[src/hdl/jhs_pkg.sv]
`default_nettype none

package jhs_pkg;

  // Field and port widths
  localparam int TEMP_W     = 16;
  localparam int COORD_W    = 8;
  localparam int DIM_W      = 9;
  localparam int CFG_IDX_W  = 8;
  localparam int OUT_DATA_W = 32;

  // Default largest grid width held by the line stores
  localparam int MAX_WIDTH_DEF = 256;

  // Result queue depth, a power of two of at least four
  localparam int OUT_DEPTH = 4;

  // Configuration register indexes
  localparam logic [CFG_IDX_W-1:0] REG_GRID_WIDTH  = 8'd0;
  localparam logic [CFG_IDX_W-1:0] REG_GRID_HEIGHT = 8'd1;

  // Register reset values
  localparam logic [DIM_W-1:0] GRID_WIDTH_RST  = 9'd256;
  localparam logic [DIM_W-1:0] GRID_HEIGHT_RST = 9'd256;

  // One emitted cell
  typedef struct packed {
    logic               frame_done;
    logic [COORD_W-1:0] cell_column;
    logic [COORD_W-1:0] cell_row;
    logic [TEMP_W-1:0]  new_temperature;
  } result_t;

  // Up to two results pushed into the result queue in one cycle
  typedef struct packed {
    logic    push_a;
    logic    push_b;
    result_t res_a;
    result_t res_b;
  } res_push_t;

endpackage

`default_nettype wire

[src/hdl/jhs_line_ram.sv]
`default_nettype none

module jhs_line_ram #(
  parameter int WIDTH = jhs_pkg::TEMP_W,
  parameter int DEPTH = jhs_pkg::MAX_WIDTH_DEF
) (
  input  wire logic                             clk,
  input  wire logic                             we,
  input  wire logic [$clog2(DEPTH)-1:0]         waddr,
  input  wire logic [WIDTH-1:0]                 wdata,
  input  wire logic                             re,
  input  wire logic [$clog2(DEPTH)-1:0]         raddr,
  output      logic [WIDTH-1:0]                 rdata
);

  logic [WIDTH-1:0] mem [DEPTH];

  // Write port
  always_ff @(posedge clk) begin
    if (we) begin
      mem[waddr] <= wdata;
    end
  end

  // Registered read port, holds its data between reads
  always_ff @(posedge clk) begin
    if (re) begin
      rdata <= mem[raddr];
    end
  end

endmodule

`default_nettype wire

[config.mk]
export PLATFORM = sky130hd
export DESIGN_NAME = jhs_line_ram
export DESIGN_NICKNAME = d
export VERILOG_FILES = /design/src/hdl/jhs_pkg.sv /design/src/hdl/jhs_line_ram.sv
export SDC_FILE = /design/constraint.sdc
export NUM_CORES = 2
export LEC_CHECK = 0
export ABC_CLOCK_PERIOD_IN_PS = 7550
export BUFFER_PORTS_ARGS = -buffer_cell sky130_fd_sc_hd__buf_4
export CORE_MARGIN = 10
export CORE_UTILIZATION = 36
export CTS_CLUSTER_SIZE = 25
export DETAILED_ROUTE_END_ITERATION = 12
export SLEW_MARGIN = 20
export SYNTH_ARGS = -nofsm -noshare
export SYNTH_HDL_FRONTEND = slang
export SYNTH_SLANG_ARGS = --single-unit
[constraint.sdc]
create_clock -name clk -period 7.55 [get_ports clk]
set_clock_uncertainty 0.05 [all_clocks]
set_input_delay 1.1325 -clock clk [delete_from_list [all_inputs] [get_ports clk]]
set_output_delay 1.1325 -clock clk [all_outputs]
set_load 0.01 [all_outputs]
==> key figures <==
Outcome
  – Status: finished, final reports clean

Clock network
  – CTS clock-pin slew for the worst setup and hold paths: roughly 0.07 ns
  – H-tree depth: 5
  – TritonCTS Sinks: between 4k and 5k
  – Clock Path Buffers: 4
  – Clock latency on the worst-skew pair: 1.00 ns
  – Hold_buf cts: 0
  – Num CTS Buffers: a little under 400
  – Clk root buf: clkbuf_16
  – Post-CTS Setup Inserts: 0
  – # resized after CTS: 0
  – CTS tree: yes

Placed design
  – Placer Congestion: ~0.85
  – I/O Buffers: 50
  – DP Wirelength: roughly 250 mm

Logic synthesis
  – Predominant post-synthesis flop cell: edfxtp_1
  – Post-synthesis net count: between 7k and 8k
  – Post-Synthesis Cells: 7360
  – Register bit total from synthesis: slightly above 4k
  – Seq/Total Area, Yosys: 0.777
  – Count of cell types in the netlist: slightly above 50
  – Yosys warns: 0
  – Post-synthesis async set-or-reset flop share: 0
  – Post-synth EDFFs: a little over 4k
  – Syn Area/Cell: between 20 and 25 um^2
  – Cell Area, Synth: about 160000 um^2

STA
  – Final hold slack: 0.546 ns
  – Min Tclk post-route: about 4.5 ns
  – RSZ-0062 raised after global routing: false
  – Setup tns final: 0 ns
  – Fmax achieved: around 0.22 GHz
  – Slew Viols, Final: 0
  – Max_slew headroom: 0.197
  – Worst slew pin tran: 1.20 ns
  – Final setup fails: 0
  – Fin crit share: 0.599
  – Final Hold Vio Count: 0

Setup path
  – Crit-path max FO: 82
  – Worst path slowest cell: buf_4
  – CP most frequent cell: buf_4
  – CP Class: input pin to flip-flop
  – Critical Path End Type: flip-flop
  – Cell Chain, Critical Path: buf_16 -> buf_4 -> buf_4 -> mux2i_1 -> o221ai_1 -> o22ai_1 -> a21oi_1 -> nand4_1 -> nor4_1
  – Worst Path Arrival: between 5 and 6 ns
  – Data required, critical path: 8.27 ns
  – Slowest stage delay, CP: around 0.62 ns
  – Startpoint Class: input pin

Cells and area
  – Fin nets: approximately 8k
  – Area grow syn2layout: 13.8%
  – Share of layout cells above drive strength 1: 0.244
  – Fillers: approximately 38k

Global route
  – Vias in the first global route: just under 80k
  – First-pass GRT wire length: approximately 610 mm
  – Grt met1 use: 0.236
  – Initial antenna violation count: 19
  – Met3 Use GR: 0.0340
  – Total global-route track usage: 0.177
  – Maximum number of pins on one net before global-route repair: approximately 210
  – Grt met2 use: 0.288
  – Remaining Overflow, GRT: 0
  – Most Crowded Layer GR: met2

Detailed routing
  – Detail Route Antenna Nets: 0
  – Routed wire per std cell: between 30 and 40 um
  – Via count: just under 80k
  – Iter 0 DRT Violations: ~8.9k
  – Initial DRT Pass Iterations: 6
  – WL final: around 430 mm
  – Via density: between 5 and 6
  – Residual DRC: 0

Floorplanning
  – Die Ht: 684 um
  – Die X: 684 um
  – Initial Util: 0.362
  – I/O pin cnt: 51
  – Die Area: approximately 470000 um^2
  – Rows: 243
  – Core footprint: around 440000 um^2

Min path
  – Worst hold-check path type: input pin to flip-flop

Pwr
  – Leak pwr: between 50 and 60 nW
  – PD cells: between 200 and 300 nW/um^2
  – Worst IR Drop VDD: 212 uV

Run
  – Max-cap violations: 0
report_power, final:
part	switching, W	internal (W)	leakage [nW]	total [W]
Combinational	0.00155	0.000774	13.1	0.00232
Sequential	0.0000409	0.0252	37.0	0.0252
Clock	0.00858	0.0112	6.30	0.0198
final cells by class:
class                   instances  area, um^2  share of cell area
clock inverters               249        2710              0.0150
inverters                       4        27.5            0.000152
diodes                         13        32.5            0.000180
repair buffers                430        3800              0.0210
flip-flops and latches       4112      123000               0.683
well taps                    5880        7360              0.0407
multi-input cells            2792       33100               0.183
clock buffers                 477       10300              0.0568
critical path, delay by kind of cell:
family / cells / cell delay, ns
muxes: 1 / 0.19
AOI/OAI and AO/OA: 3 / 1.22
and+or+nand+nor: 2 / 0.85
buffers and inverters: 3 / 1.65
worst paths after layout:
kind / from / endpoint / cells past startpoint / slack, ns
hold reg to reg: mem[209][5] / rdata[5] / 6 / 1.18
setup / recovery: raddr[0] / rdata[3] / 9 / 3.03
setup reg to reg: mem[139][8] / rdata[8] / 6 / 4.21
hold / removal: wdata[11] / mem[109][11] / 1 / 0.55
sequential cells by signal, summed over array words and instances (netlist names):
register	count
rdata	16
mem	4096
cells in the final DEF (no fill, tap or decap), types with 25 or more instances in the layout:
master        n
mux2_2       88
nor3_1       90
nand3_1      26
nand4_1      26
a22oi_1      43
o221ai_1    252
bufinv_16    43
o21ai_0      35
nor2_4       25
nor2_2       37
a21oi_1     175
clkbuf_16   399
nor2_1      242
clkinv_2     75
mux4_2      797
edfxtp_1   4112
buf_12       29
buf_4       376
o22ai_1     148
nand2_1      36
clkinv_1     90
mux2i_1     565
a22o_1       32
clkbuf_1     78
a221oi_1     28
per-stage QoR:
step                 util  power, W  setup WS, ns  instances  instance area, um^2
floorplan               -    0.0269          4.12       7360               159000
global placement    0.382    0.0280          1.81      13211               168000
detailed placement  0.382    0.0280          1.99      13215               168000
CTS                 0.412    0.0477          3.03      13941               181000
global route        0.412    0.0487          2.88      13946               181000
finish              0.412    0.0474          3.03      13957               181000
synthesized netlist by cell type, types with 37 or more instances:
| master | number | area share |
|---|---|---|
| o221ai_1 | 252 | 0.014 |
| a22oi_1 | 43 | 0.0020 |
| nor2_1 | 304 | 0.0072 |
| a21oi_1 | 175 | 0.0055 |
| edfxtp_1 | 4112 | 0.78 |
| mux4_2 | 797 | 0.11 |
| nand2_1 | 38 | 0.00090 |
| clkbuf_1 | 230 | 0.0054 |
| mux2_2 | 88 | 0.0062 |
| o22ai_1 | 148 | 0.0058 |
| mux2i_1 | 565 | 0.036 |
| o21ai_0 | 37 | 0.0012 |
| buf_2 | 76 | 0.0024 |
| nor3_1 | 92 | 0.0029 |
| buf_6 | 77 | 0.0055 |
metal layers:
metal / wire length [um] / share of wire / up-vias
li1: - / - / 32040
met1: 167000 / 0.39 / 42324
met2: 207000 / 0.48 / 3556
met3: 35800 / 0.084 / 669
met4: 17500 / 0.041 / 4
met5: 21 / 0.000049 / -
kinds of logic (layout without fill, tap and decap cells):
family | Yosys count | in the layout | synth area share
compound gates | 786 | 786 | 0.0353
other cells | 0 | 13 | 0
flops | 4112 | 4112 | 0.777
simple gates | 556 | 556 | 0.0157
buf+inv | 456 | 1160 | 0.0169
mux | 1450 | 1450 | 0.155
Note: power is estimated with default switching activity, not from simulation.
