--- config.mk ---
export PLATFORM = sky130hd
export DESIGN_NAME = jhs_out_fifo
export DESIGN_NICKNAME = d
export VERILOG_FILES = /design/src/hdl/jhs_pkg.sv /design/src/hdl/jhs_out_fifo.sv
export SDC_FILE = /design/constraint.sdc
export NUM_CORES = 1
export LEC_CHECK = 0
export ABC_AREA = 1
export BUFFER_PORTS_ARGS = -buffer_cell sky130_fd_sc_hd__buf_4
export CAP_MARGIN = 20
export CORE_MARGIN = 3
export CORE_UTILIZATION = 30
export CTS_CLUSTER_DIAMETER = 40
export DETAILED_ROUTE_END_ITERATION = 12
export PLACE_DENSITY = 0.52
export SETUP_SLACK_MARGIN = 0.02
export SLEW_MARGIN = 10
export SYNTH_ARGS = -nofsm -noshare
export SYNTH_HDL_FRONTEND = slang
export SYNTH_SLANG_ARGS = --single-unit
--- constraint.sdc ---
create_clock -name clk -period 11.7 [get_ports clk]
set_clock_uncertainty 0.1 [all_clocks]
set_input_delay 1.755 -clock clk [delete_from_list [all_inputs] [get_ports clk]]
set_output_delay 1.755 -clock clk [all_outputs]
set_load 0.05 [all_outputs]
--- src/hdl/jhs_pkg.sv ---
`default_nettype none

package jhs_pkg;

  // Field and port widths
  localparam int TEMP_W     = 16;
  localparam int COORD_W    = 8;
  localparam int DIM_W      = 9;
  localparam int CFG_IDX_W  = 8;
  localparam int OUT_DATA_W = 32;

  // Default largest grid width held by the line stores
  localparam int MAX_WIDTH_DEF = 256;

  // Result queue depth, a power of two of at least four
  localparam int OUT_DEPTH = 4;

  // Configuration register indexes
  localparam logic [CFG_IDX_W-1:0] REG_GRID_WIDTH  = 8'd0;
  localparam logic [CFG_IDX_W-1:0] REG_GRID_HEIGHT = 8'd1;

  // Register reset values
  localparam logic [DIM_W-1:0] GRID_WIDTH_RST  = 9'd256;
  localparam logic [DIM_W-1:0] GRID_HEIGHT_RST = 9'd256;

  // One emitted cell
  typedef struct packed {
    logic               frame_done;
    logic [COORD_W-1:0] cell_column;
    logic [COORD_W-1:0] cell_row;
    logic [TEMP_W-1:0]  new_temperature;
  } result_t;

  // Up to two results pushed into the result queue in one cycle
  typedef struct packed {
    logic    push_a;
    logic    push_b;
    result_t res_a;
    result_t res_b;
  } res_push_t;

endpackage

`default_nettype wire

--- src/hdl/jhs_out_fifo.sv ---
`default_nettype none

module jhs_out_fifo #(
  parameter int DEPTH = jhs_pkg::OUT_DEPTH
) (
  input  wire logic                      clk,
  input  wire logic                      rst_n,
  input  wire jhs_pkg::res_push_t        push,
  output      logic [$clog2(DEPTH):0]    count,
  output      logic                      out_valid,
  input  wire logic                      out_ready,
  output      jhs_pkg::result_t          out_res
);

  localparam int PW = $clog2(DEPTH);

  jhs_pkg::result_t entry_r [DEPTH];
  logic [PW-1:0] wr_ptr_r, wr_ptr_nxt;
  logic [PW-1:0] rd_ptr_r, rd_ptr_nxt;
  logic [PW:0]   count_r, count_nxt;
  logic          pop;
  logic [1:0]    n_push;

  assign pop       = out_valid && out_ready;
  assign out_valid = (count_r != '0);
  assign out_res   = entry_r[rd_ptr_r];
  assign count     = count_r;
  assign n_push    = {1'b0, push.push_a} + {1'b0, push.push_b};

  // Advance pointers and occupancy
  always_comb begin
    wr_ptr_nxt = wr_ptr_r + PW'(n_push);
    rd_ptr_nxt = rd_ptr_r + PW'(pop);
    count_nxt  = count_r + (PW+1)'(n_push) - (PW+1)'(pop);
  end

  always_ff @(posedge clk) begin
    if (!rst_n) begin
      wr_ptr_r <= '0;
      rd_ptr_r <= '0;
      count_r  <= '0;
    end else begin
      wr_ptr_r <= wr_ptr_nxt;
      rd_ptr_r <= rd_ptr_nxt;
      count_r  <= count_nxt;
    end
  end

  // Store the first pushed result at the write pointer, the second behind it
  always_ff @(posedge clk) begin
    if (push.push_a) begin
      entry_r[wr_ptr_r] <= push.res_a;
      if (push.push_b) begin
        entry_r[wr_ptr_r + PW'(1)] <= push.res_b;
      end
    end else if (push.push_b) begin
      entry_r[wr_ptr_r] <= push.res_b;
    end
  end

endmodule

`default_nettype wire

==> run_results.csv, run 1 <==
group,metric,value,unit
outcome,status,"complete, no violations",
detailed_routing,met3_wirelength,721,um
sta,tns,0,ps
synth,syn_area_per_cell,9.31,um^2
worst_setup_path,startpoint_type,"flip-flop",
worst_setup_path,critPathArrivalTime,2570,ps
clocking,root_buffer,"clkbuf_16",
detailed_routing,vias,5655,
clocking,cts_hold_buf,0,
run,max_cap_violations,0,
detailed_routing,wl_per_cell,16.1,um
worst_setup_path,crit_type,"flip-flop to output pin",
cells_and_area,final_cell_mix,"o21ai_0, nand2_1, edfxtp_1",
detailed_routing,dr_wl_met2,9510,um
floorplanning,die-area,0.0260,mm^2
cells_and_area,diodes,0,
detailed_routing,drt_iter0_drc,287,
floorplanning,die_height,161,um
power,ir_worst_vdd,91.8,uV
sta,report.final.slew_viol_count,0,
power,p_int,1.11,mW
worst_setup_path,crit_fanout,35,
detailed_routing,ant_nets,0,
clocking,clock_sinks,139,
cells_and_area,syn2layout_area_growth,21.1,%
detailed_routing,routed.top_layer,"met4",
cells_and_area,final_nets,937,
worst_setup_path,required,9850,ps
placed_design,gp_congestion,0.686,
synth,yosysSeqAreaShare,0.566,
sta,fin_crit,4430,ps
detailed_routing,vias_per_cell,4.75,
min_path,hp-class,"flip-flop to flip-flop",
sta,setup-violations-final,0,
detailed_routing,drc,0,
clocking,cts_buffers,17,
cells_and_area,layout_commonest_cell,"o21ai_0",
clocking,htreeDepth,4,
power,power,1.79,mW
sta,hold_violations,0,
sta,fmax,226,MHz
power,p_per_area,204,mW/mm^2
global_route,grt_use_total,0.150,
power,p_switching,0.677,mW
power,comb_power_share,0.355,
worst_setup_path,cp-startpoint,"rd_ptr_r[1]",
synth,synthesis.area,0.00724,mm^2
floorplanning,die_w,161,um
synth,syn_nets,856,
global_route,grt_max_degree,70,
detailed_routing,dr.pass1.iters,5,
synth,synth_area_leader_cell,"edfxtp_1",
placed_design,port_buffers,107,
worst_setup_path,critPathMaxStageDelay,780,ps
worst_setup_path,end_kind,"output pin",
sta,rsz0062_at_grt,"no",
cells_and_area,multi_input_area,0.00263,mm^2
worst_setup_path,cp_slowest_cell,"dfxtp_2",
synth,ys_warn_count,0,
sta,worstMarginPinSlew,948,ps
sta,period_share,0.378,
cells_and_area,fillCellCount,2445,
worst_setup_path,r2r-start,"wr_ptr_r[1]",
global_route,grt_pass1_vias,5622,
synth,synthTopCellsByArea,"edfxtp_1, o21ai_0, nand2_1",
min_path,min_from,"count[0]",
floorplanning,rows,56,
clocking,postCtsSetupBuffers,0,
clocking,cts_resized,0,
power,p_seq_frac,0.363,
floorplanning,core,0.0236,mm^2
sta,relSlewSlack,0.368,
power,power.share.clock,0.283,
cells_and_area,ff_latch_area,0.00411,mm^2
global_route,grt_pass1_wl,30600,um
synth,synthCells,778,
detailed_routing,wl_met1,8720,um
synth,ys_ff_latch,139,
floorplanning,ios,108,
placed_design,hpwl,12100,um
worst_setup_path,cp_cell_sequence,"inv_1, buf_8, o21ai_0, o22ai_1, buf_4",
synth,yosys.cell_types.count,29,
clocking,cts.reportedPaths.clkPinSlew,60,ps
global_route,antenna_found_initial,0,
floorplanning,initial_core_util,0.307,
global_route,grt.overflow.total,0,
power,p_leak,3.60,nW
synth,yosysTopAreaCellShare,0.547,
clocking,clk_path_buf_depth,2,
clocking,clock_latency,410,ps
power,swShare,0.378,
cells_and_area,drive_above_1_share,0.193,
clocking,cts_tree,"built",
detailed_routing,routed_wl,19200,um
## power by group through the flow
stage	clock network, mW	registers, mW	logic, mW
after CTS	0.515	0.652	0.638
after floorplan	0	0.665	0.438
final	0.506	0.650	0.635
after detailed placement	0	0.661	0.637
after global routing	0.535	0.656	0.689
after global placement	0	0.661	0.632
## registers in the layout, indices dropped and copies added (netlist names)
register,cells
count,3
wr_ptr_r,2
entry_r,132
rd_ptr_r,2
## critical path, delay by kind of cell (launching register included)
family / cells / cell delay (ps)
AO/OA/AOI/OAI: 2 / 270
buffers and inverters: 3 / 1090
flip-flops: 1 / 780
## area by class of cell
type                    count  area share
clock buffers              22      0.0506
multi-input cells         535       0.300
clock inverters            10      0.0114
well taps                 319      0.0455
inverters                  48      0.0205
repair buffers            118       0.104
flip-flops and latches    139       0.468
## synth_stat cells
master and instances:
nor2_1 103, a21oi_2 7, o21ai_2 6, clkbuf_2 4, nand2_1 143, nand4_1 1
a21oi_1 29, clkbuf_1 21, and3_1 1, xnor2_1 2, buf_2 9, nand3_2 4
nor3_1 1, buf_12 1, inv_1 46, ha_1 6, buf_6 10, o21ai_0 171
buf_8 5, inv_2 2, o21ai_1 21, dfxtp_1 7, nand3_1 1, xor2_1 1
buf_4 6, fa_1 1, o31ai_1 4, edfxtp_1 132, o22ai_1 33
## cell families after synthesis
kind of cell | synth area share
flops | 0.566
fa+ha+maj | 0.0131
compound gates | 0.201
buf+inv | 0.0796
xor+xnor | 0.00363
simple gates | 0.136
## layer usage
layer  GRT usage  up-vias
met5           0        -
met4      0.0450        0
met3      0.0285       17
met2       0.259      100
met1       0.192     2665
li1            -     2873
## through the flow
stage	instance area, um^2	setup slack, ps	utilization	hold slack [ps]	std cells
2_1_floorplan	7240	6580	-	466	778
3_3_place_gp	8190	7430	0.347	503	1157
3_5_place_dp	8200	7500	0.347	500	1158
4_1_cts	8750	7060	0.370	518	1190
5_1_grt	8770	7080	0.372	534	1191
6_report	8770	7270	0.372	503	1191
## worst paths after layout
| check | cells past startpoint | slack [ps] | end |
|---|---|---|---|
| setup / recovery | 5 | 7270 | out_res[32] |
| hold / removal | 3 | 500 | count[0] |
| setup reg to reg | 3 | 9250 | entry_r[3][11] |
| hold reg to reg | 3 | 500 | count[0] |
No activity file was read; power rests on OpenSTA's default activity.
==> run 2: changes to the inputs <==
- ABC_AREA: 1 -> 0
- PLACE_DENSITY: 0.52 -> 0.53
- clock period: 11.7 -> 4.2 ns (I/O delays scaled with it)
==> run 2 against run 1 <==
Compared with the run above: clock power grew to 3.3 times the previous value; non-clock buffer count is 2 lower; first-iteration DRC count is 46% lower; sequential power grew to 3.0 times the previous value; synthesized cell count is 52% lower; combinational power grew to 2.8 times the previous value; cell count is 32% lower; total power grew to 3.0 times the previous value; die area is 2.1% lower; synthesized area is 2.2% lower.
==> run_results.csv, run 2 <==
group,metric,value,unit
outcome,status,"complete, no violations",
global_route,grt_max_degree,36,
floorplanning,rows,55,
worst_setup_path,r2r-start,"wr_ptr_r[0]",
cells_and_area,multi_input_area,0.00277,mm^2
synth,syn_area_per_cell,19.1,um^2
worst_setup_path,path_delay_family,"flip-flops",
sta,report.final.slew_viol_count,0,
placed_design,hpwl,10100,um
global_route,grt_use_total,0.135,
placed_design,gp_congestion,0.682,
sta,worstMarginPinSlew,1030,ps
sta,period_share,0.691,
synth,synthTopCellsByArea,"edfxtp_1, mux2_2, mux4_2",
clocking,cts_resized,0,
clocking,cts_buffers,17,
worst_setup_path,critPathMaxStageDelay,870,ps
synth,synthArstFlopShare,0,
min_path,hold_depth,2,
sta,relSlewSlack,0.316,
detailed_routing,vias_per_cell,4.74,
cells_and_area,largest_register_ffs,132,
cells_and_area,ff_latch_area,0.00411,mm^2
synth,ys_warn_count,0,
floorplanning,die_height,160,um
clocking,cts_tree,"built",
worst_setup_path,crit-reg2reg-capture,"entry_r[3][9]",
floorplanning,initial_core_util,0.309,
worst_setup_path,critPathBufInv,1,
floorplanning,ios,108,
synth,synth_area_leader_cell,"edfxtp_1",
synth,ys_ff_latch,139,
sta,hold_violations,0,
synth,yosys.cell_types.count,27,
worst_setup_path,end_kind,"output pin",
worst_setup_path,cp_cell_sequence,"mux4_2, buf_4",
synth,synth_common_cells,"edfxtp_1, mux2_2, mux2_4, mux4_2, buf_6",
power,power,5.36,mW
global_route,antenna_found_initial,0,
worst_setup_path,worstRegToRegCells,4,
cells_and_area,fillCellCount,2127,
synth,synth_ff_type,"edfxtp_1",
detailed_routing,drt_iter0_drc,156,
clocking,cts_hold_buf,0,
detailed_routing,vias,3838,
cells_and_area,layout_commonest_cell,"edfxtp_1",
worst_setup_path,crit_fanout,35,
synth,syn_nets,449,
run,max_cap_violations,0,
detailed_routing,ant_nets,0,
synth,yosysSeqAreaShare,0.579,
sta,fmax,345,MHz
cells_and_area,final_nets,561,
synth,synthesis.area,0.00708,mm^2
floorplanning,core,0.0229,mm^2
detailed_routing,dr.pass1.iters,4,
cells_and_area,drive_above_1_share,0.647,
clocking,root_buffer,"clkbuf_16",
clocking,clock_sinks,139,
power,p_per_area,605,mW/mm^2
clocking,clk_path_buf_depth,2,
clocking,cts.reportedPaths.clkPinSlew,60,ps
cells_and_area,syn2layout_area_growth,25.2,%
global_route,grt_pass1_vias,4253,
synth,yosysTopAreaCellShare,0.560,
cells_and_area,top_register,"entry_r",
clocking,clock_latency,410,ps
cells_and_area,diodes,0,
clocking,postCtsSetupBuffers,0,
cells_and_area,final_cell_mix,"edfxtp_1, buf_4, mux2_2",
detailed_routing,wl_per_cell,20.6,um
worst_setup_path,critPathArrivalTime,2170,ps
synth,synthCells,371,
worst_setup_path,required,3470,ps
placed_design,port_buffers,107,
sta,fin_crit,2900,ps
global_route,grt_pass1_wl,25600,um
sta,setup-violations-final,0,
worst_setup_path,crit_type,"flip-flop to output pin",
floorplanning,die-area,0.0255,mm^2
detailed_routing,drc,0,
min_path,min_from,"rst_n",
sta,rsz0062_at_grt,"no",
synth,synth.most_common_cell,"edfxtp_1",
worst_setup_path,startpoint_type,"flip-flop",
global_route,grt.overflow.total,0,
power,p_leak,3.24,nW
worst_setup_path,rrSetupSlack,1650,ps
power,ir_worst_vdd,325,uV
synth,synth_edf_count,132,
min_path,hp-class,"primary input to flip-flop",
clocking,htreeDepth,4,
sta,tns,0,ps
detailed_routing,routed_wl,16700,um
floorplanning,die_w,160,um
min_path,holdPathEnd,"count[2]",
worst_setup_path,cp_slowest_cell,"dfxtp_4",
run 2: cell types whose count changed after synthesis, sizes merged, moves of 33 or more:
cell | before | now
nand2 | 143 | 0
mux4 | 0 | 33
inv | 48 | 7
o21ai | 198 | 0
nor2 | 103 | 4
o22ai | 33 | 0
a21oi | 36 | 0
mux2 | 0 | 132
run 2: how the worst max path moves through the flow:
stage / slack (ps) / cells past startpoint / endpoint / start
after floorplan: 130 / 4 / entry_r[1][0] / push[66]
after global placement: 1240 / 5 / entry_r[2][1] / push[66]
after detailed placement: 1200 / 5 / entry_r[2][1] / push[66]
after CTS: 1220 / 2 / out_res[21] / rd_ptr_r[1]
after global routing: 1130 / 2 / out_res[25] / rd_ptr_r[0]
final: 1300 / 2 / out_res[25] / rd_ptr_r[0]
run 2: layout make-up:
type | count | share of cell area
clock buffers | 17 | 0.0480
clock inverters | 15 | 0.0248
inverters | 7 | 0.00296
multi-input cells | 202 | 0.312
repair buffers | 116 | 0.105
well taps | 313 | 0.0442
flip-flops and latches | 139 | 0.463
run 2: through the flow:
stage	hold slack [ps]	instances	utilization	area [um^2]	setup WS (ps)
after floorplan	480	371	-	7080	129
after global routing	338	809	0.387	8870	1130
after global placement	515	776	0.358	8200	1240
after detailed placement	537	776	0.358	8200	1200
final	358	809	0.387	8870	1300
after CTS	342	808	0.386	8840	1220
run 2: report_power, final:
group          internal, mW  switching (mW)  leakage (nW)  total (mW)
Clock                  1.05           0.591         0.307        1.65
Sequential             1.77           0.178          1.30        1.95
Combinational         0.722            1.05          1.63        1.77
run 2: routing by layer:
| layer | vias to the layer above | share of wire | track usage |
|---|---|---|---|
| li1 | 1722 | - | - |
| met1 | 2002 | 0.44 | 0.169 |
| met2 | 98 | 0.50 | 0.228 |
| met3 | 16 | 0.048 | 0.0425 |
| met4 | 0 | 0.011 | 0.0310 |
| met5 | - | 0 | 0 |
run 2: cells by family (layout without fill, tap and decap cells):
family	count (synthesis)	in the layout	synth area share
xor gates and xnor gates	7	7	0.00865
buffers and inverters	30	155	0.0355
adders and majority gates	7	7	0.0134
muxes	165	165	0.334
and+or+nand+nor	14	14	0.0136
DFF	139	139	0.579
AOI/OAI and AO/OA	9	9	0.0157
run 2: worst reg2reg max path: cells and delay by family, from the launching register on:
kind / cells / cell delay, ps
multiplexers: 1 / 360
flip-flops: 1 / 650
buffers and inverters: 2 / 510
AO/OA/AOI/OAI: 1 / 670
